--- config.mk ---
export PLATFORM = sky130hd
export DESIGN_NAME = rbd_ctrl
export DESIGN_NICKNAME = d
export VERILOG_FILES = /design/src/rtl/rbd_pkg.sv /design/src/rtl/rbd_ctrl.sv
export SDC_FILE = /design/constraint.sdc
export NUM_CORES = 1
export LEC_CHECK = 0
export BUFFER_PORTS_ARGS = -buffer_cell sky130_fd_sc_hd__buf_2
export CAP_MARGIN = 10
export CORE_AREA = 2 2 39 41
export DETAILED_ROUTE_END_ITERATION = 16
export DIE_AREA = 0 0 41 43
export PLACE_DENSITY_LB_ADDON = 0.15
export SKIP_CTS_REPAIR_TIMING = 1
export SYNTH_ARGS = -nofsm -noshare
export SYNTH_HDL_FRONTEND = slang
export SYNTH_SLANG_ARGS = --single-unit
--- constraint.sdc ---
create_clock -name aclk -period 0.9 [get_ports aclk]
set_input_delay 0.045 -clock aclk [delete_from_list [all_inputs] [get_ports aclk]]
set_output_delay 0.045 -clock aclk [all_outputs]
set_load 0.01 [all_outputs]
--- src/rtl/rbd_pkg.sv ---
// ============================================================================
// rbd_pkg - shared types and constants for the ring buffer deque
// Operation and status codes, stream field widths, result record layout.
// ============================================================================
package rbd_pkg;

    localparam int FUNC_BITS    = 2;
    localparam int JOB_BITS     = 32;
    localparam int CNT_BITS     = 9;
    localparam int S_TDATA_BITS = 40;
    localparam int M_TDATA_BITS = 48;

    typedef enum logic [FUNC_BITS-1:0] {
        FUNC_PUSH_FRONT = 2'd0,
        FUNC_POP_FRONT  = 2'd1,
        FUNC_PUSH_BACK  = 2'd2,
        FUNC_POP_BACK   = 2'd3
    } func_t;

    typedef enum logic [1:0] {
        ST_OK    = 2'd0,
        ST_FULL  = 2'd1,
        ST_EMPTY = 2'd2
    } status_t;

    // packed MSB first: status ends up in the lowest bits
    typedef struct packed {
        logic                is_full;
        logic                is_empty;
        logic [CNT_BITS-1:0] entry_count;
        logic [JOB_BITS-1:0] job_out;
        status_t             status;
    } res_t;

    localparam int RES_BITS = $bits(res_t);

    // controller -> datapath
    typedef struct packed {
        logic exec;          // input transfer, run the operation
        logic produce;       // result of the last operation is ready to load
        logic out_ld;        // load output register
        logic out_sel_skid;  // output register takes the skid entry
        logic skid_ld;       // load skid register with the new result
    } cmd_t;

endpackage

--- src/rtl/rbd_ctrl.sv ---
// ============================================================================
// rbd_ctrl - ring buffer deque controller
// Two-state sequencer plus output/skid occupancy tracking.
// ============================================================================
module rbd_ctrl (
    input  logic          aclk,
    input  logic          aresetn,
    input  logic          s_tvalid,
    output logic          s_tready,
    output logic          m_tvalid,
    input  logic          m_tready,
    output rbd_pkg::cmd_t cmd
);

    typedef enum logic {
        S_IDLE,
        S_DONE
    } state_t;

    state_t state_reg, state_next;
    logic   out_valid_reg, out_valid_next;
    logic   skid_valid_reg, skid_valid_next;
    logic   m_xfer;

    assign s_tready = (state_reg == S_IDLE) && !skid_valid_reg;
    assign m_tvalid = out_valid_reg;
    assign m_xfer   = out_valid_reg && m_tready;

    always_comb begin
        cmd              = '0;
        cmd.exec         = s_tvalid && s_tready;
        cmd.produce      = (state_reg == S_DONE);
        state_next       = state_reg;
        out_valid_next   = (out_valid_reg && !m_xfer) || skid_valid_reg || cmd.produce;
        skid_valid_next  = skid_valid_reg;

        unique case (state_reg)
            S_IDLE: if (cmd.exec) state_next = S_DONE;
            S_DONE: state_next = S_IDLE;
            default: state_next = S_IDLE;
        endcase

        if (m_xfer && skid_valid_reg) begin
            cmd.out_ld       = 1'b1;
            cmd.out_sel_skid = 1'b1;
            cmd.skid_ld      = cmd.produce;
            skid_valid_next  = cmd.produce;
        end else if (cmd.produce && (!out_valid_reg || m_xfer)) begin
            cmd.out_ld = 1'b1;
        end else if (cmd.produce) begin
            cmd.skid_ld     = 1'b1;
            skid_valid_next = 1'b1;
        end
    end

    always_ff @(posedge aclk) begin
        if (!aresetn) begin
            state_reg      <= S_IDLE;
            out_valid_reg  <= 1'b0;
            skid_valid_reg <= 1'b0;
        end else begin
            state_reg      <= state_next;
            out_valid_reg  <= out_valid_next;
            skid_valid_reg <= skid_valid_next;
        end
    end

endmodule

==> results.txt, run 1 <==
The flow ran to the end, but the final reports show violations. The final reports fail on negative setup slack. Summed over all cells, the static leakage comes to 0.137 nW.

Counting along the longest clock path gives a buffer depth of 2. For this design the top-level I/O count stands at 11. The sum of net half-perimeters after detailed placement is 296 µm, and the count of input and output buffers is 10. The layout has 159 filler cells. Dividing the detail-routed wire length by the instance count gives 8.53 µm. In this run the mean area of a mapped cell was 8.63 µm². The initial utilization of the core area, before any placement, comes to 11.8%. The tools report the number of H-tree levels as 1. The run gives -0.0863 ns as the smallest setup slack after layout. The antenna violation net count after detailed routing was 0; the worst-case hold slack was 0.0557 ns.

The biggest area contributor in the post-synthesis netlist is dfxtp_1. In this design, the stage delay of the slowest critical-path cell is 0.36 ns. TritonCTS built the clock tree. By count the netlist is led by 3 x dfxtp_1, 3 x nand2_1, 2 x a21oi_1, 2 x nor2_1. Summed over all layers, the routed wires come to 435 µm. The register area is 71.3 µm². The overflow left after global routing was 0; the power per unit of standard cell area was 1460 mW/mm². After synthesis the cells add up to 164 µm².

For this run, the top clock speed supported by timing is 1010 MHz. For this run, the leading register cell type out of synthesis is dfxtp_1. The proportion of synthesized chip area in sequential cells came out at 36.6%. Required arrival time at the worst endpoint: 0.85 ns. The post-synthesis sequential element count is 3, and the fraction of layout cells with a size suffix above 1 is 77.1%. Across the routed clock network, the largest skew measured is 0.00148 ns. The number of warnings issued by yosys is 0, and the maximum number of pins on one net before global-route repair is 8. The number of global-route vias before repair is 156. The logs give 22.2% for the utilization after layout and 0 for the final max-slew violation count. The initial antenna violation count was 0.

The tools report the starting DRC count in detailed routing as 1. The slowest stage of the critical path belongs to the cell dfxtp_4. Summing the areas of all xor and xnor instances in the mapped netlist gives 0% of the synthesized area. Routability-driven placement finished with a final weighted congestion of 0.583. Setup repair after global routing could not meet its margin everywhere. The clock transition at the registers of the reported paths works out to 0.04 ns. Summed over its instances, the top area cell type makes up 36.6% of the synthesized netlist area.

The first global-routing pass estimated 572 µm of wire. The final critical-path required period was 0.986 ns; the data arrival time at the worst-slack endpoint was 0.94 ns. The clock reaches the later pin of the worst-skew pair after 0.23 ns. Setup violations remaining at the end of the flow were counted as 5. The largest fanout on the critical path was 6.

The tools report the first-pass detailed-route iteration total as 3. The slew at the pin with the worst max-slew slack came out at 0.113 ns. The number of buffers added by the clock tree synthesis step was 3; the adder-cell share of the synthesized area was 0%. Die area: 0.00176 mm². The floorplan row count was 14. Endpoint type of the worst setup path: a primary output. The number of distinct library cell variants in the gate-level netlist after synthesis is 13, and the combined area of the multi-input logic cells is 104 µm². Summing over every cut layer, the via total after detailed routing is 185.

The run gives 0.00138 mm² as the standard cell core area. Synthesis-to-finish area growth: 87.8%. STA classifies the critical path startpoint as a register. The worst-case IR drop observed on VDD is 0.000375 V.

In the post-synthesis netlist, the biggest area contributors are dfxtp_1 37%, nor2b_4 8.4%, a21boi_2 6.9%. Counting flops with a built-in enable in the synthesized netlist gives 0. Dividing the detail-routed via count by the number of cells gives 3.63. Summing the areas of all and, or, nand and nor instances in the mapped netlist gives 32.1% of the synthesized area.

The worst setup path is of the register to primary output kind. For the number of diodes, the log shows 0. After technology mapping, the gate count stands at 19.

The portion of synthesized area spent on multiplexers is 0%. Global routing used 5.51% of the available tracks across all layers. The number of endpoints with negative hold slack in the final report was 0. The net count after synthesis was 23; the vertical die dimension was 43 µm.

The tree is rooted in a clkbuf_4. After the last flow step, the layout net total stands at 40. For this run, design rule violations remaining after detail routing come to 0. The signal on the critical path passes through nor2_4 > and2_1 > buf_2. The share of the clock period used by the worst path is 110%, and the number of sinks on the clock net is 3. By area, the combinational part of the netlist is dominated by simple AND/OR/NAND/NOR gates. Die width: 41 µm.

The total power draw came out at 0.000450 W. The number of maximum-capacitance violations is 0, and the worst relative slew slack is 92.5%. The fraction of the mapped netlist area in compound gates works out to 24.4%.

Classification of the worst-slack hold path: primary input to register. Of all flip-flops after synthesis, the portion carrying an async set or reset was 0%.
[where the power goes]
part / switching (W) / internal [W]
Combinational: 0.0000293 / 0.0000367
Clock: 0.0000714 / 0.000166
Sequential: 0.0000105 / 0.000136
[layout by cell type (no fill, tap or decap)]
master,synthesis,layout
buf_2,0,9
nand2_1,3,3
clkbuf_4,0,3
dfxtp_4,0,3
buf_6,0,2
buf_4,1,2
nor2_4,0,1
and3_2,1,1
nor2b_4,1,1
a21oi_1,2,1
nor2_1,2,1
inv_2,0,1
a21oi_2,0,1
and2_1,1,1
and3_1,1,1
o31a_2,1,1
o21ai_2,1,1
a21boi_2,1,1
clkbuf_1,0,1
[final cells by class]
class | instances | share of cell area [%]
Inverter | 1 | 1.22
Clock buffer | 4 | 8.54
Sequential cell | 3 | 23.2
Timing Repair Buffer | 13 | 26.8
Multi-Input combinational cell | 14 | 33.7
Tap cell | 16 | 6.50
[path summary, 6_finish.rpt]
path / from / to / slack [ns] / cells after the start
min reg2reg: skid_valid_reg / skid_valid_reg / 0.52 / 2
max reg2reg: m_tvalid / m_tvalid / -0.06 / 3
min: s_tvalid / state_reg / 0.06 / 2
max: state_reg / cmd[4] / -0.09 / 3
[worst max-delay path, delay by kind of cell, from the launching register on]
kind | cells | cell delay, ns
flops | 1 | 0.36
simple gates | 2 | 0.23
buf+inv | 1 | 0.12
[through the flow]
step / setup TNS, ns / std cells / area, µm² / setup WS (ns)
6_report: -0.308 / 51 / 308 / -0.0863
5_1_grt: -0.526 / 51 / 308 / -0.142
4_1_cts: -0.822 / 48 / 253 / -0.232
3_5_place_dp: 0 / 44 / 226 / 0.0264
3_3_place_gp: 0 / 44 / 226 / 0.0308
2_1_floorplan: 0 / 19 / 164 / 0.0205
[cells by family after synthesis]
kind of cell | after synthesis
DFF | 3
and+or+nand+nor | 9
buffers and inverters | 2
AOI/OAI and AO/OA | 5
[metal layers]
metal / global-route usage (%) / part of all wire (%) / vias up
li1: - / - / 94
met1: 4.78 / 40 / 81
met2: 6.88 / 49 / 10
met3: 4.71 / 11 / 0
met4: 6.00 / 0 / 0
met5: 0 / 0 / -
(Power assumes the default switching activity.)
==> run 2: changes to the inputs <==
- RECOVER_POWER: default -> 25
- clock period: 0.9 -> 1.27 ns (I/O delays scaled with it)
==> run 2 against run 1 <==
The flow now finishes without violations. Die area is the same. Critical endpoint unchanged. Sequential share of layout area grew 0.71 points. Count of clock-buffer cells in the layout is the same. Clock power shrank 28%. Power shrank 30%.
==> results.txt, run 2 (synthesis results as in run 1) <==
The run finished with clean final reports. In this run the standard cell core region covers 0.00138 mm². The standby leakage power was 0.112 nW. The layout has 164 filler cells. The routability-driven placement congestion ratio was 0.587; the number of maximum-capacitance violations was 0. The fraction of layout cells with a size suffix above 1 is 53.1%, and the highest attainable clock frequency is 877 MHz. The initial antenna violation count is 0, and the number of cells traversed by the worst register-to-register path is 2. In the final timing run, aggregate negative setup slack is 0 ns.

From bottom edge to top edge, the die measures 43 µm. The later pin in the worst-skew pair is clocked with a latency of 0.24 ns. The overflow left after global routing is 0, and the slew at the pin with the worst max-slew slack is 0.233 ns. The number of buffers added by the clock tree synthesis step is 3, and the clock transition at the registers of the reported paths is 0.04 ns. The classification of the worst setup path was register to primary output. CTS placed an instance of clkbuf_4 at the clock tree root. The share of total power dissipated in combinational logic is 12.1%.

At the worst endpoint, the required time is 1.21 ns. The repair_antennas step left the layout with diodes totalling 0. Once the floorplan was initialized, standard cells occupied 11.8% of the core.

The worst setup path is launched from a register. The number of global-route vias before repair is 163. The clock network burns 54.3% of the power. Entering global routing, the biggest net connects 8 pins.

TritonCTS built the clock tree. Across every metal layer, demand over resource in global routing totals 5.81%. Counting along the longest clock path gives a buffer depth of 2. For the number of endpoints with negative hold slack in the final report, the log shows 0. Setup repair after global routing left no endpoint under its margin. The final routed wirelength across all metal layers came out at 408 µm. In this run the tightest slew margin relative to its limit is 84.5%. The tools report the summed area of non-filler cells in the final layout as 251 µm².

STA puts the critical path data arrival time at 1.08 ns. The commonest non-fill, non-tap cell in the layout was buf_2. Maximum ir drop on the vdd rail: 0.000277 V.

The min-delay analysis places its worst path in the category primary input to register. For this block, the via count after detailed routing is 171. The floorplan has 14 rows.

The run gives 226 µm² as the standard cell area after detailed placement. The switching portion of total power was 24.9%; the count of input and output buffers was 10. Across the routed clock network, the largest skew measured is 0.00265 ns. For this design the top-level I/O count stands at 11. The number of H-tree levels was 1; the number of sinks on the clock net was 3. Compared with the post-synthesis result, the final layout area differs by 53.4%. Cell internal power was estimated by the tool at 0.000236 W. For the final layout net count, the log shows 37. Hold timing on the final database bottoms out at a slack of 0.0727 ns. The top cell types in the final layout, fill and taps aside, are 9 x buf_2, 3 x nand2_1, 3 x clkbuf_4, 3 x dfxtp_1. The die width was 41 µm. Setup violations remaining at the end of the flow were counted as 0. In this run, flip-flops and latches consume 33.6% of the power. The first-pass detailed-route iteration total came out at 1. STA classifies the critical path endpoint as a primary output.

In this run the worst path has a maximum fanout of 7. The final critical-path required period came out at 1.14 ns. The remaining routing DRC violations was 0. In this run the remaining antenna-violating nets after routing total 0.

The floorplan step defined a die boundary enclosing 0.00176 mm². Dividing the detail-routed wire length by the instance count gives 8.50 µm. The worst hold path was traced through 2 stages. Starting DRC count in detailed routing: 0. The final max-slew violation count came out at 0. The power per unit of standard cell area was 1250 mW/mm²; the first-pass GRT wire length was 607 µm. The net switching component of the power came out at 0.0000783 W. Using the TritonRoute via totals, the vias-per-cell ratio works out to 3.56. After layout, the worst path uses 89.8% of the clock period.
## run 2: cell count changes in the layout (fill, tap and decap cells not counted)
| cell | before | now |
|---|---|---|
| a21oi_1 | 1 | 2 |
| a21oi_2 | 1 | 0 |
| buf_4 | 2 | 0 |
| buf_6 | 2 | 0 |
| clkbuf_1 | 1 | 2 |
| dfxtp_1 | 0 | 3 |
| dfxtp_4 | 3 | 0 |
| inv_1 | 0 | 1 |
| inv_2 | 1 | 0 |
| nor2_1 | 1 | 2 |
| nor2_4 | 1 | 0 |
## run 2: path summary, 6_finish.rpt
| kind | slack (ns) | startpoint | to |
|---|---|---|---|
| max | 0.13 | skid_valid_reg | cmd[4] |
| min | 0.07 | s_tvalid | state_reg |
| max reg2reg | 0.39 | m_tvalid | m_tvalid |
| min reg2reg | 0.53 | state_reg | skid_valid_reg |
## run 2: layout make-up
cell class,count,area [µm²],share of cell area (%)
sequential,3,60.1,23.9
multi-input combinational,14,92.6,36.8
inverter,1,3.75,1.49
clock buffer,4,26.3,10.4
timing repair buffer,10,48.8,19.4
tap,16,20.0,7.96
## run 2: worst max-delay path, stage by stage, from the launching register on
cell	delay [ns]
dfxtp_1	0.44
nor2_1	0.11
and2_1	0.16
buf_2	0.13
## run 2: power groups by stage
| stage | registers, W | logic, W | clock network [W] |
|---|---|---|---|
| 6_report | 0.000106 | 0.0000379 | 0.000171 |
| 3_3_place_gp | 0.000107 | 0.0000380 | 0 |
| 2_1_floorplan | 0.000107 | 0.0000213 | 0 |
| 4_1_cts | 0.000106 | 0.0000392 | 0.000180 |
| 5_1_grt | 0.000106 | 0.0000416 | 0.000189 |
| 3_5_place_dp | 0.000107 | 0.0000390 | 0 |
## run 2: stage by stage
step | utilization [%] | cells | setup WS (ns) | total power (W)
floorplan | - | 19 | 0.391 | 0.000128
global placement | 16.4 | 44 | 0.378 | 0.000145
detailed placement | 16.4 | 44 | 0.376 | 0.000146
CTS | 18.3 | 48 | 0.109 | 0.000325
global route | 18.2 | 48 | 0.0452 | 0.000337
finish | 18.2 | 48 | 0.130 | 0.000314
## run 2: routing by layer
layer / GRT usage [%] / share of wire [%]
met1: 5.41 / 40
met2: 7.19 / 47
met3: 4.71 / 13
met4: 6.00 / 0
met5: 0 / 0
==> run 3: changes to the inputs <==
- HOLD_SLACK_MARGIN: default -> 0.15
==> run 3 against run 2 <==
Worst hold slack better by 0.13 ns. Non-clock buffer count grew 2. Final area increased by 8.0%. Register-to-register slack barely moved. Largest cell class unchanged. Cell count is 4.2% higher. Power grew 1.5%. Via count is 1.8% higher. Clock skew stayed put. Count of clock-buffer cells in the layout did not move. Global-route usage unchanged. Flip-flop and latch count is the same. Fmax down 0.29%.
==> results.txt, run 3 (synthesis results as in run 1) <==
Of the available clock period, the critical path in the final layout requires 90.0%. The final layout net count came out at 39. Summed over all cells, the static leakage comes to 0.121 nW. The run gives 33.1% as the sequential fraction of design power. The summed area of non-filler cells in the final layout came out at 272 µm². Origin of the critical flop-to-flop path: m_tvalid.

The slew at the pin with the worst max-slew slack was 0.233 ns. 11 I/O pins were placed. The maximum ir drop on the vdd rail was 0.000280 V; the power per unit of standard cell area was 1180 mW/mm². The standard cell core area is 0.00138 mm². Leaving out fill and tap cells, the most frequent cell in the layout is buf_2. The repair_antennas step left the layout with diodes totalling 0. The switching portion of total power is 24.8%.

By startpoint and endpoint, the worst setup path is classified as register to primary output. The clock network is responsible for 53.5% of the overall power. Wires add up to 425 µm. First-pass detailed-route iteration total: 1. The overflow left after global routing was 0.

The placed instances occupy a cell area of 226 µm². Data on the critical path is required at its endpoint by 1.21 ns. The congestion estimate from routability-driven global placement came to 0.587.

The path class of the tightest hold or removal check is primary input to register. The die area was 0.00176 mm². The internal portion of the total power is 0.000240 W. The tools report the register area as 60.1 µm².

For this run, the share of the core covered by cells in the final layout is 19.6%. The final max-slew violation count came out at 0. Cells with a size suffix above 1 make up 50.0% of the layout. Setup violations remaining at the end of the flow were counted as 0.

The number of cells traversed by the worst register-to-register path is 2, and the average via count per standard cell is 3.48. The tool flagged a number of max-cap violations equal to 0. Between clock sinks in the finished design, the worst skew comes to 0.00265 ns. The path with the worst hold slack has its endpoint at skid_valid_reg. The first-pass GRT wire length is 607 µm, and the final critical-path required period is 1.14 ns. In this run the core area contains 14 standard-cell rows. Setup repair after global routing left no endpoint under its margin. The run gives 0.24 ns as the clock latency on the worst-skew pair. In this run, CTS created clock tree buffers numbering 3.

Endpoint of the lowest-slack register-to-register path: m_tvalid. The antenna violation net count after detailed routing came out at 0. For the initial antenna violation count, the log shows 0.

The number of global-route vias before repair was 163. The setup total negative slack was 0 ns; the net switching component of the power was 0.0000791 W. Total power for the finished layout comes to 0.000319 W. Global routing used 5.81% of the available tracks across all layers. The endpoint type of the worst setup path is a primary output. After filler insertion, the fill cell instance count of the layout stands at 162.

The die is 41 µm wide. The tools report the data arrival time at the worst-slack endpoint as 1.08 ns. The register-to-register setup slack was 0.39 ns; the synthesis-to-finish area growth was 65.6%.

Number of H-tree levels: 1. In the layout the commonest cells are 9 x buf_2, 3 x nand2_1, 3 x clkbuf_4, 3 x dfxtp_1. The worst hold path passes through 4 cells.

Entering global routing, the biggest net connects 8 pins. The clock transition at the registers of the reported paths is 0.04 ns. The starting DRC count in detailed routing is 0. For the number of endpoints with negative hold slack in the final report, the log shows 0. TritonCTS built the clock tree.

In the final routed layout, each cell accounts on average for 8.50 µm. The final route contains 174 vias. The largest fanout on the critical path came out at 7. The vertical die dimension was 43 µm. The highest attainable clock frequency is 875 MHz. Count of input and output buffers: 10. The tree is rooted in a clkbuf_4.

In the final layout, the multi-input gates occupy 92.6 µm². STA classifies the critical path startpoint as a register. The part of the power in combinational logic came out at 13.4%. The run finished with clean final reports. The worst min-delay path startpoint is m_tready. In this run the tightest slew margin relative to its limit is 84.5%.

After detailed routing, the number of remaining DRC violations is 0. In this run the deepest clock path goes through 2 buffers. For the number of sinks on the clock net, the log shows 3.

The initial utilization of the core area, before any placement, comes to 11.8%.
## run 3: changes by cell type in the layout (fill, tap and decap cells not counted), sizes merged
cell | before | now
dlygate4sd3 | 0 | 2
## run 3: power groups by stage
| stage | clock, W | combinational, W | sequential [W] |
|---|---|---|---|
| floorplan | 0 | 0.0000213 | 0.000107 |
| global placement | 0 | 0.0000380 | 0.000107 |
| detailed placement | 0 | 0.0000390 | 0.000107 |
| CTS | 0.000180 | 0.0000392 | 0.000106 |
| global route | 0.000189 | 0.0000463 | 0.000106 |
| finish | 0.000171 | 0.0000428 | 0.000106 |
## run 3: layout make-up
cell class / instances / share of cell area [%]
clock buffers: 4 / 9.68
multi-input cells: 14 / 34.1
flip-flops and latches: 3 / 22.1
well taps: 16 / 7.37
inverters: 1 / 1.38
repair buffers: 12 / 25.3
## run 3: critical path, stage by stage (launching register included)
cell and delay [ns]:
dfxtp_1 0.44, nor2_1 0.11, and2_1 0.16, buf_2 0.13
## run 3: how the worst max path moves through the flow
stage / start / endpoint / slack (ns)
after CTS: skid_valid_reg / cmd[4] / 0.11
final: skid_valid_reg / cmd[4] / 0.13
after floorplan: m_tvalid / m_tvalid / 0.39
after detailed placement: skid_valid_reg / cmd[4] / 0.38
after global routing: skid_valid_reg / cmd[4] / 0.05
after global placement: skid_valid_reg / cmd[4] / 0.38
## run 3: routing by layer
layer | global-route usage [%] | routed length [µm]
met1 | 5.41 | 174
met2 | 7.19 | 198
met3 | 4.71 | 52
met4 | 6.00 | 0
met5 | 0 | 0
## run 3: per-stage QoR
| stage | hold WS [ns] | setup slack, ns | cells |
|---|---|---|---|
| 6_report | 0.202 | 0.127 | 50 |
| 5_1_grt | 0.220 | 0.0453 | 50 |
| 4_1_cts | 0.0623 | 0.109 | 48 |
| 3_5_place_dp | 0.313 | 0.376 | 44 |
| 3_3_place_gp | 0.309 | 0.378 | 44 |
| 2_1_floorplan | 0.199 | 0.391 | 19 |
